<file path="config.mk">
export PLATFORM = sky130hd
export DESIGN_NAME = multitap_keypad_text_entry_flat
export DESIGN_NICKNAME = d
export VERILOG_FILES = /design/src/mtke_pkg.sv /design/src/mtke_if.sv /design/src/mtke_cfg_regs.sv /design/src/mtke_decode.sv /design/src/multitap_keypad_text_entry.sv /design/src/flat_wrapper.sv
export SDC_FILE = /design/constraint.sdc
export NUM_CORES = 1
export LEC_CHECK = 0
export ABC_CLOCK_PERIOD_IN_PS = 9200
export BUFFER_PORTS_ARGS = -buffer_cell sky130_fd_sc_hd__buf_2
export CORE_ASPECT_RATIO = 1.5
export CORE_MARGIN = 10
export CORE_UTILIZATION = 61
export DETAILED_ROUTE_END_ITERATION = 6
export HOLD_SLACK_MARGIN = 0.15
export PLACE_DENSITY = 0.82
export SLEW_MARGIN = 20
export SYNTH_ARGS = -nofsm -noshare
export SYNTH_HDL_FRONTEND = slang
export SYNTH_SLANG_ARGS = --single-unit
</file>
<file path="constraint.sdc">
create_clock -name clk -period 9.2 [get_ports clk]
set_input_delay 0.92 -clock clk [delete_from_list [all_inputs] [get_ports clk]]
set_output_delay 0.92 -clock clk [all_outputs]
set_load 0.01 [all_outputs]
</file>
<file path="src/mtke_pkg.sv">
// ----------------------------------------------------------------------------
// Multi-tap keypad text entry package
// Shared types, action codes, key codes and character tables.
// ----------------------------------------------------------------------------
package mtke_pkg;

    localparam logic [2:0] ACT_NONE    = 3'd0;
    localparam logic [2:0] ACT_APPEND  = 3'd1;
    localparam logic [2:0] ACT_REPLACE = 3'd2;
    localparam logic [2:0] ACT_DELETE  = 3'd3;
    localparam logic [2:0] ACT_SAVE    = 3'd4;
    localparam logic [2:0] ACT_CANCEL  = 3'd5;

    localparam logic [7:0] KEY_HASH   = 8'h23;
    localparam logic [7:0] KEY_STAR   = 8'h2A;
    localparam logic [7:0] KEY_A      = 8'h41;
    localparam logic [7:0] KEY_B      = 8'h42;
    localparam logic [7:0] KEY_C      = 8'h43;
    localparam logic [7:0] KEY_D      = 8'h44;
    localparam logic [7:0] KEY_ONE    = 8'h31;
    localparam logic [7:0] KEY_NINE   = 8'h39;

    localparam logic [7:0] CHAR_SPACE   = 8'h20;
    localparam logic [7:0] CHAR_A_LOWER = 8'h61;
    localparam logic [7:0] CHAR_Z_LOWER = 8'h7A;
    localparam logic [7:0] CHAR_CASE    = 8'h20;
    localparam logic [7:0] LEN_MAX      = 8'hFF;

    localparam logic [15:0] TIMEOUT_RESET = 16'd1000;
    localparam logic [7:0]  MAX_LENGTH_RESET = 8'd99;

    localparam logic CFG_REPEAT_TIMEOUT = 1'b0;
    localparam logic CFG_MAX_LENGTH     = 1'b1;

    typedef struct packed {
        logic        op;
        logic [7:0]  key_code;
        logic [31:0] now_ms;
    } item_t;

    typedef struct packed {
        logic [2:0] action;
        logic [7:0] char_out;
        logic [7:0] text_len;
    } result_t;

    typedef struct packed {
        logic [15:0] repeat_timeout_ms;
        logic [7:0]  max_length;
    } cfg_t;

    typedef struct packed {
        logic [7:0]  last_key;
        logic [31:0] last_time;
        logic [1:0]  press_idx;
        logic        upper;
        logic        punct;
        logic [7:0]  length;
    } state_t;

    function automatic logic [7:0] letter_char(input logic [3:0] digit,
                                               input logic [1:0] idx);
        logic [7:0] ch;
        if (digit == 4'd9) begin
            unique case (idx)
                2'd0:    ch = 8'h79;
                2'd1:    ch = 8'h7A;
                default: ch = 8'h30;
            endcase
        end else begin
            ch = 8'(CHAR_A_LOWER + 8'(digit) * 8'd3 - 8'd3 + 8'(idx));
        end
        return ch;
    endfunction

    function automatic logic [7:0] punct_char(input logic [3:0] digit);
        logic [7:0] ch;
        unique case (digit)
            4'd1:    ch = 8'h2E;
            4'd2:    ch = 8'h2C;
            4'd3:    ch = 8'h21;
            4'd4:    ch = 8'h3F;
            4'd5:    ch = 8'h2D;
            4'd6:    ch = 8'h2B;
            4'd7:    ch = 8'h3D;
            4'd8:    ch = 8'h2F;
            default: ch = 8'h26;
        endcase
        return ch;
    endfunction

endpackage

</file>
<file path="src/mtke_if.sv">
// ----------------------------------------------------------------------------
// Multi-tap keypad text entry channels
// Valid/ready channels for key events, edit results and register writes.
// ----------------------------------------------------------------------------
interface mtke_in_if;
    logic        valid;
    logic        ready;
    logic        op;
    logic [7:0]  key_code;
    logic [31:0] now_ms;

    modport source (output valid, op, key_code, now_ms, input ready);
    modport sink (input valid, op, key_code, now_ms, output ready);
endinterface

interface mtke_out_if;
    logic       valid;
    logic       ready;
    logic [2:0] action;
    logic [7:0] char_out;
    logic [7:0] text_len;

    modport source (output valid, action, char_out, text_len, input ready);
    modport sink (input valid, action, char_out, text_len, output ready);
endinterface

interface mtke_cfg_if;
    logic        valid;
    logic        ready;
    logic        index;
    logic [15:0] data;

    modport source (output valid, index, data, input ready);
    modport sink (input valid, index, data, output ready);
endinterface

</file>
<file path="src/mtke_cfg_regs.sv">
// ----------------------------------------------------------------------------
// Multi-tap keypad text entry configuration registers
// Holds the repeat timeout and the length limit, written by index.
// ----------------------------------------------------------------------------
module mtke_cfg_regs (
    input  logic              clk,
    input  logic              rst_n,
    input  logic              wr_en,
    input  logic              wr_index,
    input  logic [15:0]       wr_data,
    output mtke_pkg::cfg_t    cfg
);
    import mtke_pkg::*;

    logic [15:0] timeout_reg;
    logic [7:0]  max_len_reg;

    always_ff @(posedge clk or negedge rst_n)
    begin
        if (!rst_n)
        begin
            timeout_reg <= TIMEOUT_RESET;
            max_len_reg <= MAX_LENGTH_RESET;
        end
        else if (wr_en)
        begin
            unique case (wr_index)
                CFG_REPEAT_TIMEOUT: timeout_reg <= wr_data;
                default:            max_len_reg <= wr_data[7:0];
            endcase
        end
    end

    assign cfg.repeat_timeout_ms = timeout_reg;
    assign cfg.max_length        = max_len_reg;

endmodule

</file>
<file path="src/mtke_decode.sv">
// ----------------------------------------------------------------------------
// Multi-tap keypad text entry decoder
// Turns one key event and the current entry state into an edit command
// and the next entry state.
// ----------------------------------------------------------------------------
module mtke_decode (
    input  mtke_pkg::item_t   item,
    input  mtke_pkg::state_t  st,
    input  mtke_pkg::cfg_t    cfg,
    output mtke_pkg::result_t res,
    output mtke_pkg::state_t  st_next
);
    import mtke_pkg::*;

    logic        can_append;
    logic        is_digit;
    logic [31:0] age;
    logic        is_repeat;
    logic [1:0]  idx;
    logic [7:0]  letter;
    logic [7:0]  len_inc;
    logic [7:0]  len_dec;

    assign can_append = (st.length < cfg.max_length) && (st.length != LEN_MAX);
    assign is_digit   = (item.key_code >= KEY_ONE) && (item.key_code <= KEY_NINE);
    assign age        = item.now_ms - st.last_time;
    assign is_repeat  = (item.key_code == st.last_key)
                        && (age <= {16'd0, cfg.repeat_timeout_ms})
                        && (st.length != 8'd0);
    assign idx        = is_repeat ? ((st.press_idx >= 2'd2) ? 2'd0 : 2'(st.press_idx + 2'd1))
                                  : 2'd0;
    assign len_inc    = 8'(st.length + 8'd1);
    assign len_dec    = 8'(st.length - 8'd1);

    always_comb
    begin
        letter = letter_char(item.key_code[3:0], idx);
        if (st.upper && (letter >= CHAR_A_LOWER) && (letter <= CHAR_Z_LOWER))
        begin
            letter = 8'(letter - CHAR_CASE);
        end
    end

    always_comb
    begin
        st_next      = st;
        res.action   = ACT_NONE;
        res.char_out = 8'd0;

        if (item.op || (item.key_code == KEY_HASH))
        begin
            st_next.last_key = 8'd0;
            res.action       = ACT_SAVE;
        end
        else if (item.key_code == KEY_D)
        begin
            st_next.last_key = 8'd0;
            res.action       = ACT_CANCEL;
        end
        else if (item.key_code == KEY_A)
        begin
            if (st.length != 8'd0)
            begin
                st_next.length   = len_dec;
                st_next.last_key = 8'd0;
                res.action       = ACT_DELETE;
            end
        end
        else if (item.key_code == KEY_B)
        begin
            st_next.upper = !st.upper;
            st_next.punct = 1'b0;
        end
        else if (item.key_code == KEY_C)
        begin
            st_next.punct = !st.punct;
            st_next.upper = 1'b0;
        end
        else if (item.key_code == KEY_STAR)
        begin
            if (can_append)
            begin
                st_next.length   = len_inc;
                st_next.last_key = 8'd0;
                res.action       = ACT_APPEND;
                res.char_out     = CHAR_SPACE;
            end
        end
        else if (is_digit)
        begin
            if (st.punct)
            begin
                if (can_append)
                begin
                    st_next.length   = len_inc;
                    st_next.last_key = 8'd0;
                    res.action       = ACT_APPEND;
                    res.char_out     = punct_char(item.key_code[3:0]);
                end
            end
            else if (is_repeat || can_append)
            begin
                st_next.press_idx = idx;
                st_next.last_key  = item.key_code;
                st_next.last_time = item.now_ms;
                res.char_out      = letter;
                if (is_repeat)
                begin
                    res.action = ACT_REPLACE;
                end
                else
                begin
                    st_next.length = len_inc;
                    res.action     = ACT_APPEND;
                end
            end
        end

        res.text_len = st_next.length;
    end

endmodule

</file>
<file path="src/multitap_keypad_text_entry.sv">
// ----------------------------------------------------------------------------
// Multi-tap keypad text entry
// Turns timestamped keypad events into append, replace, delete, save and
// cancel commands for a text buffer, tracking the text length.
// ----------------------------------------------------------------------------
//  Channel      Dir   Payload                         Transfer
//  item_in      in    op, key_code, now_ms            valid & ready
//  result_out   out   action, char_out, text_len      valid & ready
//  cfg          in    index, data                     valid & ready
//
//  Each event yields one result: it is first held in the input register, then
//  passes through the decoder into the result register.
//  One event per cycle is sustained while results are taken; the decoder and state update set that.
//  A stalled result register holds the input register, which then drops ready.
//  Reset clears the entry state and loads the register defaults.
// ----------------------------------------------------------------------------
module multitap_keypad_text_entry (
    input  logic         clk,
    input  logic         rst_n,
    mtke_in_if.sink      item_in,
    mtke_out_if.source   result_out,
    mtke_cfg_if.sink     cfg
);
    import mtke_pkg::*;

    cfg_t    cfg_val;
    item_t   item_reg;
    item_t   item_next;
    logic    in_valid_reg;
    logic    in_valid_next;
    state_t  state_reg;
    state_t  state_next;
    result_t res_reg;
    result_t res_next;
    logic    out_valid_reg;
    logic    out_valid_next;
    logic    advance;
    logic    in_xfer;

    assign cfg.ready = 1'b1;

    mtke_cfg_regs u_cfg_regs (
        .clk      (clk),
        .rst_n    (rst_n),
        .wr_en    (cfg.valid),
        .wr_index (cfg.index),
        .wr_data  (cfg.data),
        .cfg      (cfg_val)
    );

    mtke_decode u_decode (
        .item    (item_reg),
        .st      (state_reg),
        .cfg     (cfg_val),
        .res     (res_next),
        .st_next (state_next)
    );

    assign advance       = in_valid_reg && (!out_valid_reg || result_out.ready);
    assign item_in.ready = !in_valid_reg || advance;
    assign in_xfer       = item_in.valid && item_in.ready;

    assign item_next.op       = item_in.op;
    assign item_next.key_code = item_in.key_code;
    assign item_next.now_ms   = item_in.now_ms;

    assign in_valid_next  = in_xfer || (in_valid_reg && !advance);
    assign out_valid_next = advance || (out_valid_reg && !result_out.ready);

    always_ff @(posedge clk or negedge rst_n)
    begin
        if (!rst_n)
        begin
            in_valid_reg  <= 1'b0;
            out_valid_reg <= 1'b0;
            state_reg     <= '0;
        end
        else
        begin
            in_valid_reg  <= in_valid_next;
            out_valid_reg <= out_valid_next;
            if (advance)
            begin
                state_reg <= state_next;
            end
        end
    end

    always_ff @(posedge clk)
    begin
        if (in_xfer)
        begin
            item_reg <= item_next;
        end
        if (advance)
        begin
            res_reg <= res_next;
        end
    end

    assign result_out.valid    = out_valid_reg;
    assign result_out.action   = res_reg.action;
    assign result_out.char_out = res_reg.char_out;
    assign result_out.text_len = res_reg.text_len;

`ifndef ASSERT_OFF
    a_modes_exclusive: assert property (@(posedge clk) disable iff (!rst_n)
        !(state_reg.upper && state_reg.punct))
        else $error("upper case and punctuation modes both active");

    a_char_matches_action: assert property (@(posedge clk) disable iff (!rst_n)
        out_valid_reg |-> ((res_reg.action == ACT_APPEND || res_reg.action == ACT_REPLACE)
                           == (res_reg.char_out != 8'd0)))
        else $error("character does not match the edit command");

    a_append_grows: assert property (@(posedge clk) disable iff (!rst_n)
        (advance && res_next.action == ACT_APPEND)
        |=> (state_reg.length == 8'($past(state_reg.length) + 8'd1)))
        else $error("append did not grow the text length by one");

    a_state_holds: assert property (@(posedge clk) disable iff (!rst_n)
        !advance |=> $stable(state_reg))
        else $error("entry state changed without a decoded event");

    a_len_reported: assert property (@(posedge clk) disable iff (!rst_n)
        advance |=> (res_reg.text_len == state_reg.length))
        else $error("reported length differs from the stored length");
`endif

endmodule
</file>
<file path="src/flat_wrapper.sv">
// flat-port wrapper written by rule: the top's interface ports become plain ports
module multitap_keypad_text_entry_flat import mtke_pkg::*;
  (clk, rst_n, item_in_valid, item_in_op, item_in_key_code, item_in_now_ms, item_in_ready, result_out_valid, result_out_action, result_out_char_out, result_out_text_len, result_out_ready, cfg_valid, cfg_index, cfg_data, cfg_ready);
  mtke_in_if item_in_i ();
  mtke_out_if result_out_i ();
  mtke_cfg_if cfg_i ();
  input  logic clk;
  input  logic rst_n;
  input wire logic [$bits(item_in_i.valid)-1:0] item_in_valid;
  input wire logic [$bits(item_in_i.op)-1:0] item_in_op;
  input wire logic [$bits(item_in_i.key_code)-1:0] item_in_key_code;
  input wire logic [$bits(item_in_i.now_ms)-1:0] item_in_now_ms;
  output wire logic [$bits(item_in_i.ready)-1:0] item_in_ready;
  output wire logic [$bits(result_out_i.valid)-1:0] result_out_valid;
  output wire logic [$bits(result_out_i.action)-1:0] result_out_action;
  output wire logic [$bits(result_out_i.char_out)-1:0] result_out_char_out;
  output wire logic [$bits(result_out_i.text_len)-1:0] result_out_text_len;
  input wire logic [$bits(result_out_i.ready)-1:0] result_out_ready;
  input wire logic [$bits(cfg_i.valid)-1:0] cfg_valid;
  input wire logic [$bits(cfg_i.index)-1:0] cfg_index;
  input wire logic [$bits(cfg_i.data)-1:0] cfg_data;
  output wire logic [$bits(cfg_i.ready)-1:0] cfg_ready;
  assign item_in_i.valid = item_in_valid;
  assign item_in_i.op = item_in_op;
  assign item_in_i.key_code = item_in_key_code;
  assign item_in_i.now_ms = item_in_now_ms;
  assign item_in_ready = item_in_i.ready;
  assign result_out_valid = result_out_i.valid;
  assign result_out_action = result_out_i.action;
  assign result_out_char_out = result_out_i.char_out;
  assign result_out_text_len = result_out_i.text_len;
  assign result_out_i.ready = result_out_ready;
  assign cfg_i.valid = cfg_valid;
  assign cfg_i.index = cfg_index;
  assign cfg_i.data = cfg_data;
  assign cfg_ready = cfg_i.ready;
  multitap_keypad_text_entry u_core (.clk(clk), .rst_n(rst_n), .item_in(item_in_i), .result_out(result_out_i), .cfg(cfg_i));
endmodule
</file>
Yosys cells after proc, flatten, opt, wreduce, memory -nomap -nowiden. Memories as Yosys holds them, arrays and structs flattened. A register that Yosys moved wholly into a read port is not among the register bits. Cells that the tools add are included.

Register bits: 138. Memory bits (read-only): 80. Bits of input ports: 63. Output and inout bits: 22. Word-level logic and storage cells: 143. Memories: 1.

Add/sub/neg operators: 8. Multipliers: 1. $lt $le $gt $ge: 7. Eq/ne operators: 14. Muxes and demuxes: 53. Bitwise gates (word level): 8. Reductions and logical operators: 34.

Memory list: (no name shown) (words 16, width 5, read ports 1, clocked after Yosys merged registers in 1, wr ports 0, line mtke_pkg.sv:78) `unique case (digit)`.

Operator list (count): 42-bit 2-to-1 mux (12); 8-bit 2-to-1 mux (21); 34-bit 2-to-1 mux (2); 11-bit 2-to-1 mux (6); 8-bit by 7-bit equality test with 1-bit output, second input constant (4); 32-bit by 16-bit <= comparator with 1-bit output (1); 32-bit subtractor (1); 9-bit 2-to-1 mux (2); 8-bit by 6-bit equality test with 1-bit output, second input constant (2); 7-bit one-hot mux with 2 select lines (1); 2-bit 2-to-1 mux (6); 4-bit != test, second input constant (3); 1-bit logical AND (10); 10-bit AND reduction (1); 9-bit by 1-bit != test with 1-bit output, second input constant (1); 7-bit by 6-bit adder with 8-bit output, first input constant (1); 8-bit by 1-bit adder with 8-bit output, second input constant (1); 8-bit by 2-bit adder with 8-bit output (1); 8-bit equality test (1); 8-bit by 6-bit greater-or-equal comparator with 1-bit output, second input constant (1); 8-bit by 7-bit greater-or-equal comparator with 1-bit output, second input constant (1); 8-bit by 6-bit <= comparator with 1-bit output, second input constant (1); 8-bit by 7-bit <= comparator with 1-bit output, second input constant (1); 8-bit less-than comparator (1); 25 further kinds (43).

Longest topological paths before layout. Gate-level depths: netlist of run 1.

Depth in word-level cells: 22. Gate-level depth with buffers: 38. Mapped depth without buffers: 37.

Modules after synthesis. Synthesis of run 1 repeated with hierarchy kept, for this count alone.

Cells, all modules: 1036. Area, all modules: 10116.0 um^2.

Modules (own cells, without submodules): mtke_decode (instances 1, cells an instance 804, area an instance 5113.7 um^2, seq. area each 0.0 um^2); multitap_keypad_text_entry (instances 1, cells an instance 180, area an instance 4045.1 um^2, seq. area each 3153.0 um^2); mtke_cfg_regs (instances 1, cells an instance 52, area an instance 957.2 um^2, seq. area each 613.1 um^2).

Worst setup path after synthesis of run 1. OpenSTA, ideal clock, no wires.

Path kind: register to register. Start: register u_core.state_reg[12] in the netlist's numbering. End: register u_core.res_reg (netlist bit u_core.result_out.char_out[6]) (data pin). Library setup time: 0.279 ns. Arrival time: 7.000 ns. Required time: 8.921 ns. Path slack: 1.921 ns. Stages on the path, launching flop included: 37. Path buffers: 1. Period minus slack after synthesis: 7.279 ns. Cell sequence: dfrtp_1 ha_1 fa_1 nand2b_1 a21oi_1 o21ai_0 nand2b_1 a21oi_1 nor2b_1 o21a_1 nor2_1 xnor2_1 ha_1 nand4_1 or4_1 nor2_1 nor3_1 a2111oi_2 o2111ai_1 a2111oi_2 and4_1 buf_2 nor3b_1 ha_1 inv_1 fa_1 nor2b_1 o21ai_0 nand2b_1 xnor2_1 nor2_1 a211oi_1 a32oi_1 o211ai_1 mux2_2 a2111oi_0 a211oi_1.

Word-level cells in the longest chain between the ends: 16. Elaborated cells on any way between the ends: 21. Classes of those cells: 3 x add/sub; 3 x order compare; 1 x eq/ne; 8 x mux; 6 x reduce/logical.

RTL lines: start, declared (line multitap_keypad_text_entry.sv:31) `state_t state_reg;`; start signal, assigned (line multitap_keypad_text_entry.sv:84) `state_reg <= state_next;`; 32-bit subtractor * (line mtke_decode.sv:26) `assign age = item.now_ms - st.last_time;`; 32-bit by 16-bit <= comparator with 1-bit output * (line mtke_decode.sv:28) `&& (age <= {16'd0, cfg.repeat_timeout_ms})`; 1-bit logical AND * (line mtke_decode.sv:28); 1-bit logical AND * (line mtke_decode.sv:29) `&& (st.length != 8'd0);`; 2-bit 2-to-1 mux * (line mtke_decode.sv:30) `assign idx = is_repeat ? ((st.press_idx >= 2'd2) ? 2'd0 : 2'(st.press_idx + 2'd1))`; net u_core.u_decode.idx[0] (line mtke_decode.sv:19) `logic [1:0] idx;`; branches (longest 2 deep; another with 8-bit by 2-bit adder with 8-bit output); 8-bit 2-to-1 mux * (line mtke_pkg.sv:64) `if (digit == 4'd9) begin`; 8-bit by 7-bit greater-or-equal comparator with 1-bit output (line mtke_decode.sv:38) `if (st.upper && (letter >= CHAR_A_LOWER) && (letter <= CHAR_Z_LOWER))`; 1-bit logical AND (2 in series) (line mtke_decode.sv:38); 8-bit 2-to-1 mux * (line mtke_decode.sv:38); 11-bit 2-to-1 mux * (line mtke_decode.sv:101) `else if (is_repeat || can_append)`; 11-bit 2-to-1 mux * (line mtke_decode.sv:91) `if (st.punct)`; 11-bit 2-to-1 mux * (line mtke_decode.sv:89) `else if (is_digit)`; 11-bit 2-to-1 mux * (line mtke_decode.sv:79) `else if (item.key_code == KEY_STAR)`; end signal, assigned (line multitap_keypad_text_entry.sv:97) `res_reg <= res_next;`; end, declared (line multitap_keypad_text_entry.sv:33) `result_t res_reg;`.

Mark *: on every way through the listed nets, which the timed path passes. A chain may end at the register's enable or synchronous reset.

Worst setup path after layout of run 1. Ends and elaborated chain as after synthesis.

==> results.toml, run 1 <==
[cts]
ctsRootBufferMaster = "sky130_fd_sc_hd__clkbuf_16"
cts_buffers = 17
worst_setup_hold_path_clk_slew_ns = 0.06
worstSkewPairLatency_ns = 0.43
clock_tree_from_tritoncts = "yes"
clk_path_buf_depth = 2
cts_resized = 0
cts.hold.buffers_added = 0
clock-sinks = 143
postCtsSetupRepairBufs = 0
cts-htree-levels = 4

[sta]
timing.final.crit_period_ns = 8.39
slew_headroom_pct = 36.2
crit_share_post_route_pct = 91.2
hold_ws_ns = 0.401
fin_skew_ns = 0.0117
setup_viol_count_final = 0
timing_max_transition_violations_final = 0
max_freq_mhz = 119
tightestPinTransition_ns = 0.949
timing_hold_violations_final = 0
final.setup.tns_ns = 0
grt_setup_unrepaired = "false"

[run_status]
result_of_the_run = "finished clean"

[place]
buffer_ports.inserted = 83
final_hpwl_from_detailed_placement_um = 17100
placed_area_mm2 = 0.00970
routabilityCongestion = 0.967

[layout]
nets = 1206
nFillCells = 1153
area_overhead_vs_synth_pct = 11.7
largest_register_ff_count = 52
antennaDiodeCount = 0
post-route-cell-area_mm2 = 0.0103
share_of_cells_above_drive_strength_1_pct = 14.2

[synth]
syn-mean-instance-area_um2 = 9.23
synth.net_count = 1138
ys_types = 75
synth-async-reset-ratio_pct = 54.5
synth_top_area_share_pct = 19.6
postSynth.topFlopCell = "sky130_fd_sc_hd__dfrtp_1"
synth.top_cells.by_area = "sky130_fd_sc_hd__edfxtp_1 20%, sky130_fd_sc_hd__dfrtp_1 19%, sky130_fd_sc_hd__ha_1 10%"
synthesis.area_mm2 = 0.00918
yosys.area.top_type = "sky130_fd_sc_hd__edfxtp_1"
instance_count_of_the_mapped_netlist = 995
yosysWarningCount = 0
synth-seq-cells = 143
count_of_flip_flops_with_a_built_in_enable_after_synthesis = 60
seq_area_frac_synth_pct = 42.1

[floorplanning]
design.die.area_mm2 = 0.0205
initial_utilization_pct = 62.6
placement_rows = 54
floorplan.die.width_um = 120
core_area_mm2 = 0.0147
floorplan.die.height_um = 170
floorplan.io_pins = 85

[grt]
combined_global_route_utilization_of_all_metal_layers_pct = 22.3
antenna_found_initial = 0
grt_first_pass_wirelength_um = 37000
remaining_overflow_grt = 0
maximum_number_of_pins_on_one_net_before_global_route_repair = 71
first_global_vias = 7726

[worst_setup_path]
timing.setup.critical_path_class = "flop to flop"
cp_data_required_time_ns = 9.35
cp_max_fo = 6
endpoint_kind = "flop"
cp_data_arrival_time_ns = 8.54
critical_path.max_stage_delay_ns = 0.64
worst_r2r_path_depth = 35
critical_path_startpoint_category = "flop"
cpMaxStageDelayCell = "sky130_fd_sc_hd__a2111oi_0"

[pwr]
peakVddDrop_uv = 131
power_switching_share_pct = 36.1
cellInternalPower_w = 0.00145
power.sequential.fraction_pct = 34.9
part_of_the_total_power_dissipated_in_the_clock_network_pct = 28.8
switchingPower_w = 0.000821
p_comb_share_pct = 36.2
power-per-cell-area_mw_per_mm2 = 221
p_leak_nw = 4.58

[detailed_routing]
detail_route.vias_per_cell = 5.99
route.vias.total = 7621
firstDrtPassIters = 7
drc_errors = 0
drtIter0Drc = 510
route.final.wire_length_um = 22700
drt.antenna.violating_nets = 0
wire_per_inst_um = 17.8

[worst_hold_path]
holdCritPathClass = "primary input to asynchronous set/reset pin"

[job]
maxCapViolations = 0
[final cells by class]
class                           instances  area [µm²]  share of cell area (%)
Multi-Input combinational cell        730        4830                    47.1
Sequential cell                       143        3870                    37.7
Timing Repair Buffer                   85         433                    4.22
Clock buffer                           17         425                    4.15
Inverter                               86         323                    3.15
Tap cell                              196         245                    2.39
Clock inverter                         15         134                    1.30
[layout by cell type (no fill, tap or decap), drive strengths merged, types with 4 or more instances in the layout]
master,instances
nor2,64
a2111oi,4
xor2,4
nand2,113
clkbuf,17
o21a,9
nor3b,4
a211oi,11
and4,7
a31oi,8
xnor2,30
mux2,16
o21bai,4
buf,85
nand2b,19
nor3,15
dfrtp,68
a22o,7
and2,8
edfxtp,60
o211ai,16
dfxtp,5
nand4,18
mux2i,4
and3,5
or3,5
nor4,7
a21oi,72
a21o,20
o21ai,104
ha,77
inv,90
o31ai,5
nor2b,11
dfstp,10
nand3,18
clkinv,9
[synthesized netlist by cell type (all sizes together) (5+ instances only)]
cell type and instances:
nand2b 19, a31oi 8, o211ai 16, o21a 9
xnor2 30, dfxtp 5, mux2 16, clkbuf 26
o21ai 104, nand2 113, ha 77, a21o 20
o31ai 5, nand3 18, dfstp 10, a211oi 11
nand4 18, nor2b 11, a21oi 72, nor4 7
a22o 7, buf 10, or3 5, and2 8
inv 84, and4 7, and3 5, edfxtp 60
nor2 64, nor3 15, dfrtp 68
[stage by stage]
stage	worst slack, ns	total power [W]	utilization [%]	std cells
2_1_floorplan	1.92	0.00140	-	995
3_3_place_gp	1.40	0.00159	66.2	1240
3_5_place_dp	1.03	0.00161	66.2	1240
4_1_cts	1.00	0.00227	70.0	1272
5_1_grt	0.206	0.00241	70.0	1272
6_report	0.809	0.00227	70.0	1272
[worst paths after layout]
| kind | slack (ns) | startpoint | to |
|---|---|---|---|
| setup reg to reg | 0.81 | u_core.state_reg[12]$_DFFE_PN0P_ | u_core.result_out.char_out[6]$_SDFFCE_PP0P_ |
| hold / removal | 0.40 | rst_n | u_core.state_reg[28]$_DFFE_PN0P_ |
| setup / recovery | 0.81 | u_core.state_reg[12]$_DFFE_PN0P_ | u_core.result_out.char_out[6]$_SDFFCE_PP0P_ |
| hold reg to reg | 0.49 | u_core.item_reg[18]$_DFFE_PP_ | u_core.state_reg[30]$_DFFE_PN0P_ |
| min in group clk | 0.49 | u_core.item_reg[18]$_DFFE_PP_ | u_core.state_reg[30]$_DFFE_PN0P_ |
| max in group asynchronous | 7.81 | rst_n | u_core.state_reg[13]$_DFFE_PN0P_ |
[critical path: cells and delay by family, from the launching register on]
kind | cells | cell delay [ns]
AOI/OAI and AO/OA | 13 | 2.99
DFF | 1 | 0.38
muxes | 1 | 0.31
adders and majority gates | 5 | 1.57
xor gates and xnor gates | 2 | 0.19
and+or+nand+nor | 13 | 2.62
buffers and inverters | 1 | 0.06
[power groups by stage]
stage | registers [W] | logic [W] | clock network [W]
finish | 0.000794 | 0.000822 | 0.000655
global route | 0.000803 | 0.000922 | 0.000689
CTS | 0.000794 | 0.000812 | 0.000663
detailed placement | 0.000805 | 0.000803 | 0
global placement | 0.000802 | 0.000793 | 0
floorplan | 0.000794 | 0.000609 | 0
[cell families (layout without fill, tap and decap cells)]
family,after synthesis,count (layout),share of synthesized area (%)
buffers and inverters,122,203,5.30
other,1,1,0.0408
adders and majority gates,80,80,11.1
DFF,143,143,42.1
xor gates and xnor gates,34,34,3.24
muxes,20,20,2.40
AOI/OAI and AO/OA,292,292,19.7
and+or+nand+nor,303,303,16.1
[metal layers]
metal / wire length (µm) / GRT usage [%] / vias to the layer above
met5: 0 / 0 / -
met4: 1250 / 13.6 / 0
met3: 1060 / 4.50 / 74
met2: 11600 / 39.4 / 284
met1: 8790 / 24.0 / 3560
li1: - / - / 3703
Note: power is estimated with default switching activity, not from simulation.
==> run 2, diff against run 1 <==
Settings changed: CORE_ASPECT_RATIO 1.5 to 1.1, PLACE_DENSITY 0.82 to 0.81, SYNTH_HIERARCHICAL from default to 1.
==> run 2 against run 1 <==
Register-to-register slack improved by 1.0 ns; sequential cell count fell by 5; via count rose by 9.5%; clock skew fell by 0.0012 ns; final cell count rose by 3.5%; fmax rose by 14%; utilization fell by 1.4 points.
==> results.toml, run 2 <==
[worst_setup_path]
regToRegEndpoint = "u_core/result_out.char_out[7]$_DFFE_PP_"
cpMaxStageDelayCell = "sky130_fd_sc_hd__or2_2"
worst_path_dominant_cell_family = "simple AND/OR/NAND/NOR gates"
timing.reg2reg.setup_slack_ns = 1.81
critical_path.n_buffers_inverters = 2
rr_startpoint = "u_core/item_reg[0]$_DFFE_PP_"
cp_data_arrival_time_ns = 7.66
timing.setup.critical_path_class = "flop to flop"
worst_path_most_repeated_cell = "sky130_fd_sc_hd__ha_1"
critical_path.max_stage_delay_ns = 0.44
endpoint_kind = "flop"
cp_max_fo = 9
worst_r2r_path_depth = 34
cp_data_required_time_ns = 9.47
critical_path_startpoint_category = "flop"

[floorplanning]
floorplan.io_pins = 85
initial_utilization_pct = 62.0
core_area_mm2 = 0.0163
floorplan.die.height_um = 155
design.die.area_mm2 = 0.0221
placement_rows = 49
floorplan.die.width_um = 143

[cts]
cts_buffers = 17
postCtsSetupRepairBufs = 0
worstSkewPairLatency_ns = 0.43
cts.hold.buffers_added = 0
ctsRootBufferMaster = "sky130_fd_sc_hd__clkbuf_16"
worst_setup_hold_path_clk_slew_ns = 0.06
clock_tree_from_tritoncts = "yes"
cts-htree-levels = 4
cts_resized = 0
clk_path_buf_depth = 2
clock-sinks = 138

[detailed_routing]
drtIter0Drc = 847
route.vias.total = 8348
detail_route.vias_per_cell = 6.34
route.final.wire_length_um = 24900
drc_errors = 0
wire_per_inst_um = 18.9
firstDrtPassIters = 6
drt.antenna.violating_nets = 0

[synth]
instance_count_of_the_mapped_netlist = 1036
syn-mean-instance-area_um2 = 9.76
synth-seq-cells = 138
yosys.area.top_type = "sky130_fd_sc_hd__edfxtp_1"
synth_top_area_share_pct = 17.8
synthesis.area_mm2 = 0.0101
synth-async-reset-ratio_pct = 56.5
seq_area_frac_synth_pct = 37.2
ys_types = 92
synth.net_count = 1175
yosys.cell_count.top_type = "sky130_fd_sc_hd__nand2_1"
commonest_cells_post_synth = "105 x sky130_fd_sc_hd__nand2_1, 79 x sky130_fd_sc_hd__inv_1, 74 x sky130_fd_sc_hd__o21ai_0"
yosysWarningCount = 6
synth.top_cells.by_area = "sky130_fd_sc_hd__edfxtp_1 18%, sky130_fd_sc_hd__dfrtp_1 17%, sky130_fd_sc_hd__ha_1 9.0%"
postSynth.topFlopCell = "sky130_fd_sc_hd__dfrtp_1"
count_of_flip_flops_with_a_built_in_enable_after_synthesis = 60

[layout]
nets = 1239
layout.cells.most_common = "sky130_fd_sc_hd__nand2_1"
layout_common_cells = "105 x sky130_fd_sc_hd__nand2_1, 82 x sky130_fd_sc_hd__buf_2, 79 x sky130_fd_sc_hd__inv_1, 74 x sky130_fd_sc_hd__o21ai_0, 73 x sky130_fd_sc_hd__ha_1"
largest_register_ff_count = 52
share_of_cells_above_drive_strength_1_pct = 20.8
antennaDiodeCount = 0
area_overhead_vs_synth_pct = 10.5

[worst_hold_path]
holdCritPathClass = "primary input to asynchronous set/reset pin"

[sta]
timing_hold_violations_final = 0
setup_viol_count_final = 0
grt_setup_unrepaired = "false"
timing_max_transition_violations_final = 0
timing.final.crit_period_ns = 7.39
max_freq_mhz = 135
crit_share_post_route_pct = 80.3
slew_headroom_pct = 31.7
final.setup.tns_ns = 0
fin_skew_ns = 0.0105
tightestPinTransition_ns = 1.02

[grt]
antenna_found_initial = 0
maximum_number_of_pins_on_one_net_before_global_route_repair = 64
remaining_overflow_grt = 0
combined_global_route_utilization_of_all_metal_layers_pct = 22.5
first_global_vias = 8064
grt_first_pass_wirelength_um = 40500

[pwr]
p_leak_nw = 4.87
report.power.total_w = 0.00280
peakVddDrop_uv = 155
power-per-cell-area_mw_per_mm2 = 250

[job]
maxCapViolations = 0

[run_status]
result_of_the_run = "finished clean"

[place]
buffer_ports.inserted = 83
routabilityCongestion = 0.958
final_hpwl_from_detailed_placement_um = 18000
## run 2: report_power, final
part / switching, W / leakage (nW) / total (W) / internal [W]
logic: 0.000705 / 2.99 / 0.00123 / 0.000527
registers: 0.0000912 / 1.58 / 0.000849 / 0.000758
clock network: 0.000265 / 0.296 / 0.000716 / 0.000451
## run 2: final cells by class
type,count,area (µm²)
fillers,1264,5130
inverters,79,297
flip-flops and latches,138,3770
clock buffers,19,433
well taps,204,255
multi-input cells,777,5810
repair buffers,87,448
clock inverters,13,176
## run 2: per-stage QoR
stage                     utilization [%]  worst slack, ns  std cells  hold WS [ns]  cell area (µm²)
after global routing                 68.6             1.01       1317         0.398            11200
after CTS                            68.5             1.87       1317         0.383            11200
final                                68.6             1.81       1317         0.384            11200
after detailed placement             64.8             1.83       1285         0.492            10600
after floorplan                         -             2.63       1036         0.479            10100
after global placement               64.8             2.22       1285         0.489            10600
## run 2: how the worst max path moves through the flow
stage,from,end,slack (ns),cells after the start
after floorplan,u_core/item_reg[12]$_DFFE_PP_,u_core/result_out.char_out[7]$_DFFE_PP_,2.63,32
after global placement,u_core/item_reg[12]$_DFFE_PP_,u_core/result_out.char_out[7]$_DFFE_PP_,2.22,31
after detailed placement,u_core/item_reg[12]$_DFFE_PP_,u_core/result_out.char_out[7]$_DFFE_PP_,1.83,31
after CTS,u_core/item_reg[12]$_DFFE_PP_,u_core/result_out.char_out[7]$_DFFE_PP_,1.87,31
after global routing,u_core/item_reg[12]$_DFFE_PP_,u_core/result_out.char_out[7]$_DFFE_PP_,1.01,31
final,u_core/item_reg[0]$_DFFE_PP_,u_core/result_out.char_out[7]$_DFFE_PP_,1.81,34
## run 2: kinds of logic (layout without fill, tap and decap cells)
family	count (synthesis)	after routing	share of synthesized area (%)
flops	138	138	37.2
mux	88	88	12.0
compound gates	260	260	16.9
simple gates	315	315	15.5
buf+inv	121	198	5.54
fa+ha+maj	76	76	9.62
xor+xnor	37	37	3.20
other cells	1	1	0.0371
## run 2: routing by layer
layer | GRT usage [%] | part of all wire [%] | vias up
met5 | 0 | 0 | -
met3 | 4.78 | 7.0 | 51
li1 | - | - | 3919
met2 | 36.6 | 47 | 370
met1 | 29.4 | 44 | 4008
met4 | 6.54 | 2.1 | 0
==> run 3, diff against run 2 <==
Settings changed: ABC_CLOCK_PERIOD_IN_PS 9200 to 7600.
Clock period 9.2 ns to 7.6 ns, I/O delays scaled along.
==> run 3 against run 2 <==
Register-to-register slack lost 1.3 ns; first-iteration DRC count shrank 4.0%; clock power grew 14%; sequential cell count is the same; worst setup slack lost 1.3 ns.
==> results.toml, run 3 (same netlist as run 2, synthesis figures left out) <==
[detailed_routing]
drt.antenna.violating_nets = 0
detail_route.vias_per_cell = 6.18
firstDrtPassIters = 6
wire_per_inst_um = 19.2
route.final.wire_length_um = 25300
drtIter0Drc = 813
route.vias.total = 8143
drc_errors = 0

[worst_setup_path]
regToRegEndpoint = "u_core/result_out.char_out[7]$_DFFE_PP_"
worstSetupEndpoint = "u_core/result_out.char_out[7]$_DFFE_PP_"
critical_path_startpoint_category = "flop"
cpMaxStageDelayCell = "sky130_fd_sc_hd__ha_1"
worst_r2r_path_depth = 31
timing.setup.critical_path_class = "flop to flop"
crit_start = "u_core/item_reg[12]$_DFFE_PP_"
rr_startpoint = "u_core/item_reg[12]$_DFFE_PP_"
critical_path.max_stage_delay_ns = 0.41
cp_data_required_time_ns = 7.87
cp_data_arrival_time_ns = 7.39
worst_path_dominant_cell_family = "simple AND/OR/NAND/NOR gates"
critical_path.n_buffers_inverters = 1
endpoint_kind = "flop"
cp_max_fo = 9
worst_path_most_repeated_cell = "sky130_fd_sc_hd__ha_1"
worst-path-stages = 31
timing.reg2reg.setup_slack_ns = 0.49

[run_status]
result_of_the_run = "finished clean"

[cts]
clock-sinks = 138
cts-htree-levels = 4
cts.hold.buffers_added = 0
clk_path_buf_depth = 2
clock_tree_from_tritoncts = "yes"
worstSkewPairLatency_ns = 0.43
ctsRootBufferMaster = "sky130_fd_sc_hd__clkbuf_16"
cts_buffers = 17
worst_setup_hold_path_clk_slew_ns = 0.06

[floorplanning]
floorplan.die.height_um = 155
placement_rows = 49
initial_utilization_pct = 62.0
floorplan.die.width_um = 143
floorplan.io_pins = 85
core_area_mm2 = 0.0163
design.die.area_mm2 = 0.0221

[place]
routabilityCongestion = 0.945
placed_cells = 1285
final_hpwl_from_detailed_placement_um = 18600
buffer_ports.inserted = 83
placement.setup.worst_slack_ns = 0.279

[layout]
fin_cells = 1317
antennaDiodeCount = 0
share_of_cells_above_drive_strength_1_pct = 21.7
layout.cells.most_common = "sky130_fd_sc_hd__nand2_1"
largest_register_ff_count = 52
nets = 1239
layout_common_cells = "105 x sky130_fd_sc_hd__nand2_1, 82 x sky130_fd_sc_hd__buf_2, 79 x sky130_fd_sc_hd__inv_1, 74 x sky130_fd_sc_hd__o21ai_0, 73 x sky130_fd_sc_hd__ha_1"
area_overhead_vs_synth_pct = 10.6
postLayoutCoreUtil_pct = 68.6

[pwr]
p_leak_nw = 4.86
power-per-cell-area_mw_per_mm2 = 298
peakVddDrop_uv = 183

[sta]
timing_max_transition_violations_final = 0
timing.final.crit_period_ns = 7.11
setup_viol_count_final = 0
fin_skew_ns = 0.00864
crit_share_post_route_pct = 93.6
slew_headroom_pct = 32.7
grt_setup_unrepaired = "false"
final.setup.tns_ns = 0
hold_ws_ns = 0.220
timing_hold_violations_final = 0
max_freq_mhz = 141
fin_ws_ns = 0.485
tightestPinTransition_ns = 1.00

[grt]
maximum_number_of_pins_on_one_net_before_global_route_repair = 57
remaining_overflow_grt = 0
grt_first_pass_wirelength_um = 40800
first_global_vias = 7879
antenna_found_initial = 0
combined_global_route_utilization_of_all_metal_layers_pct = 22.8

[worst_hold_path]
holdCritPathClass = "primary input to asynchronous set/reset pin"

[job]
maxCapViolations = 0
## run 3: cell types whose count changed in the layout (fill, tap and decap cells not counted), moves of 2 or more
cell	delta
sky130_fd_sc_hd__bufinv_16	-3
sky130_fd_sc_hd__nor4_1	-2
sky130_fd_sc_hd__clkbuf_1	-2
sky130_fd_sc_hd__clkbuf_8	+3
sky130_fd_sc_hd__inv_6	+4
sky130_fd_sc_hd__nor4_2	+2
## run 3: worst min-delay path by stage
stage                                                    to  slack [ns]  cells after the start
2_1_floorplan                 u_core/in_valid_reg$_DFF_PN0_        0.46                      0
6_report       u_core/u_cfg_regs/timeout_reg[1]$_DFFE_PN0P_        0.22                      1
4_1_cts                    u_core/state_reg[48]$_DFFE_PN0P_        0.22                      1
3_5_place_dp               u_core/state_reg[16]$_DFFE_PN0P_        0.49                      1
5_1_grt                    u_core/state_reg[48]$_DFFE_PN0P_        0.22                      1
3_3_place_gp               u_core/state_reg[37]$_DFFE_PN0P_        0.49                      1
## run 3: power by group
part           total [W]  internal, W  switching [W]
combinational    0.00150     0.000640       0.000858
sequential       0.00103     0.000917       0.000111
clock           0.000813     0.000479       0.000334
## run 3: cell type report
type                       instances  area, µm²
fill                            1282       5120
multi-input combinational        777       5840
timing repair buffer              87        448
inverter                          79        297
clock buffer                      20        467
sequential                       138       3770
clock inverter                    12        110
tap                              204        255
## run 3: through the flow
step	total power (W)	area, µm²
floorplan	0.00217	10100
global placement	0.00246	10600
detailed placement	0.00249	10600
CTS	0.00332	11100
global route	0.00356	11200
finish	0.00334	11200
## run 3: what timing repair did
item                                    CTS  global route
setup buffers                             0             0
gates resized for setup                   0             8
endpoints found under the setup margin    0             3
## run 3: layer usage
layer  vias to the layer above  routed length (µm)  track usage (%)
met1                      3889               11400             30.6
met5                         -                   0                0
met3                        47                1530             4.63
met2                       307               11800             36.2
li1                       3900                   -                -
met4                         0                 527             7.37
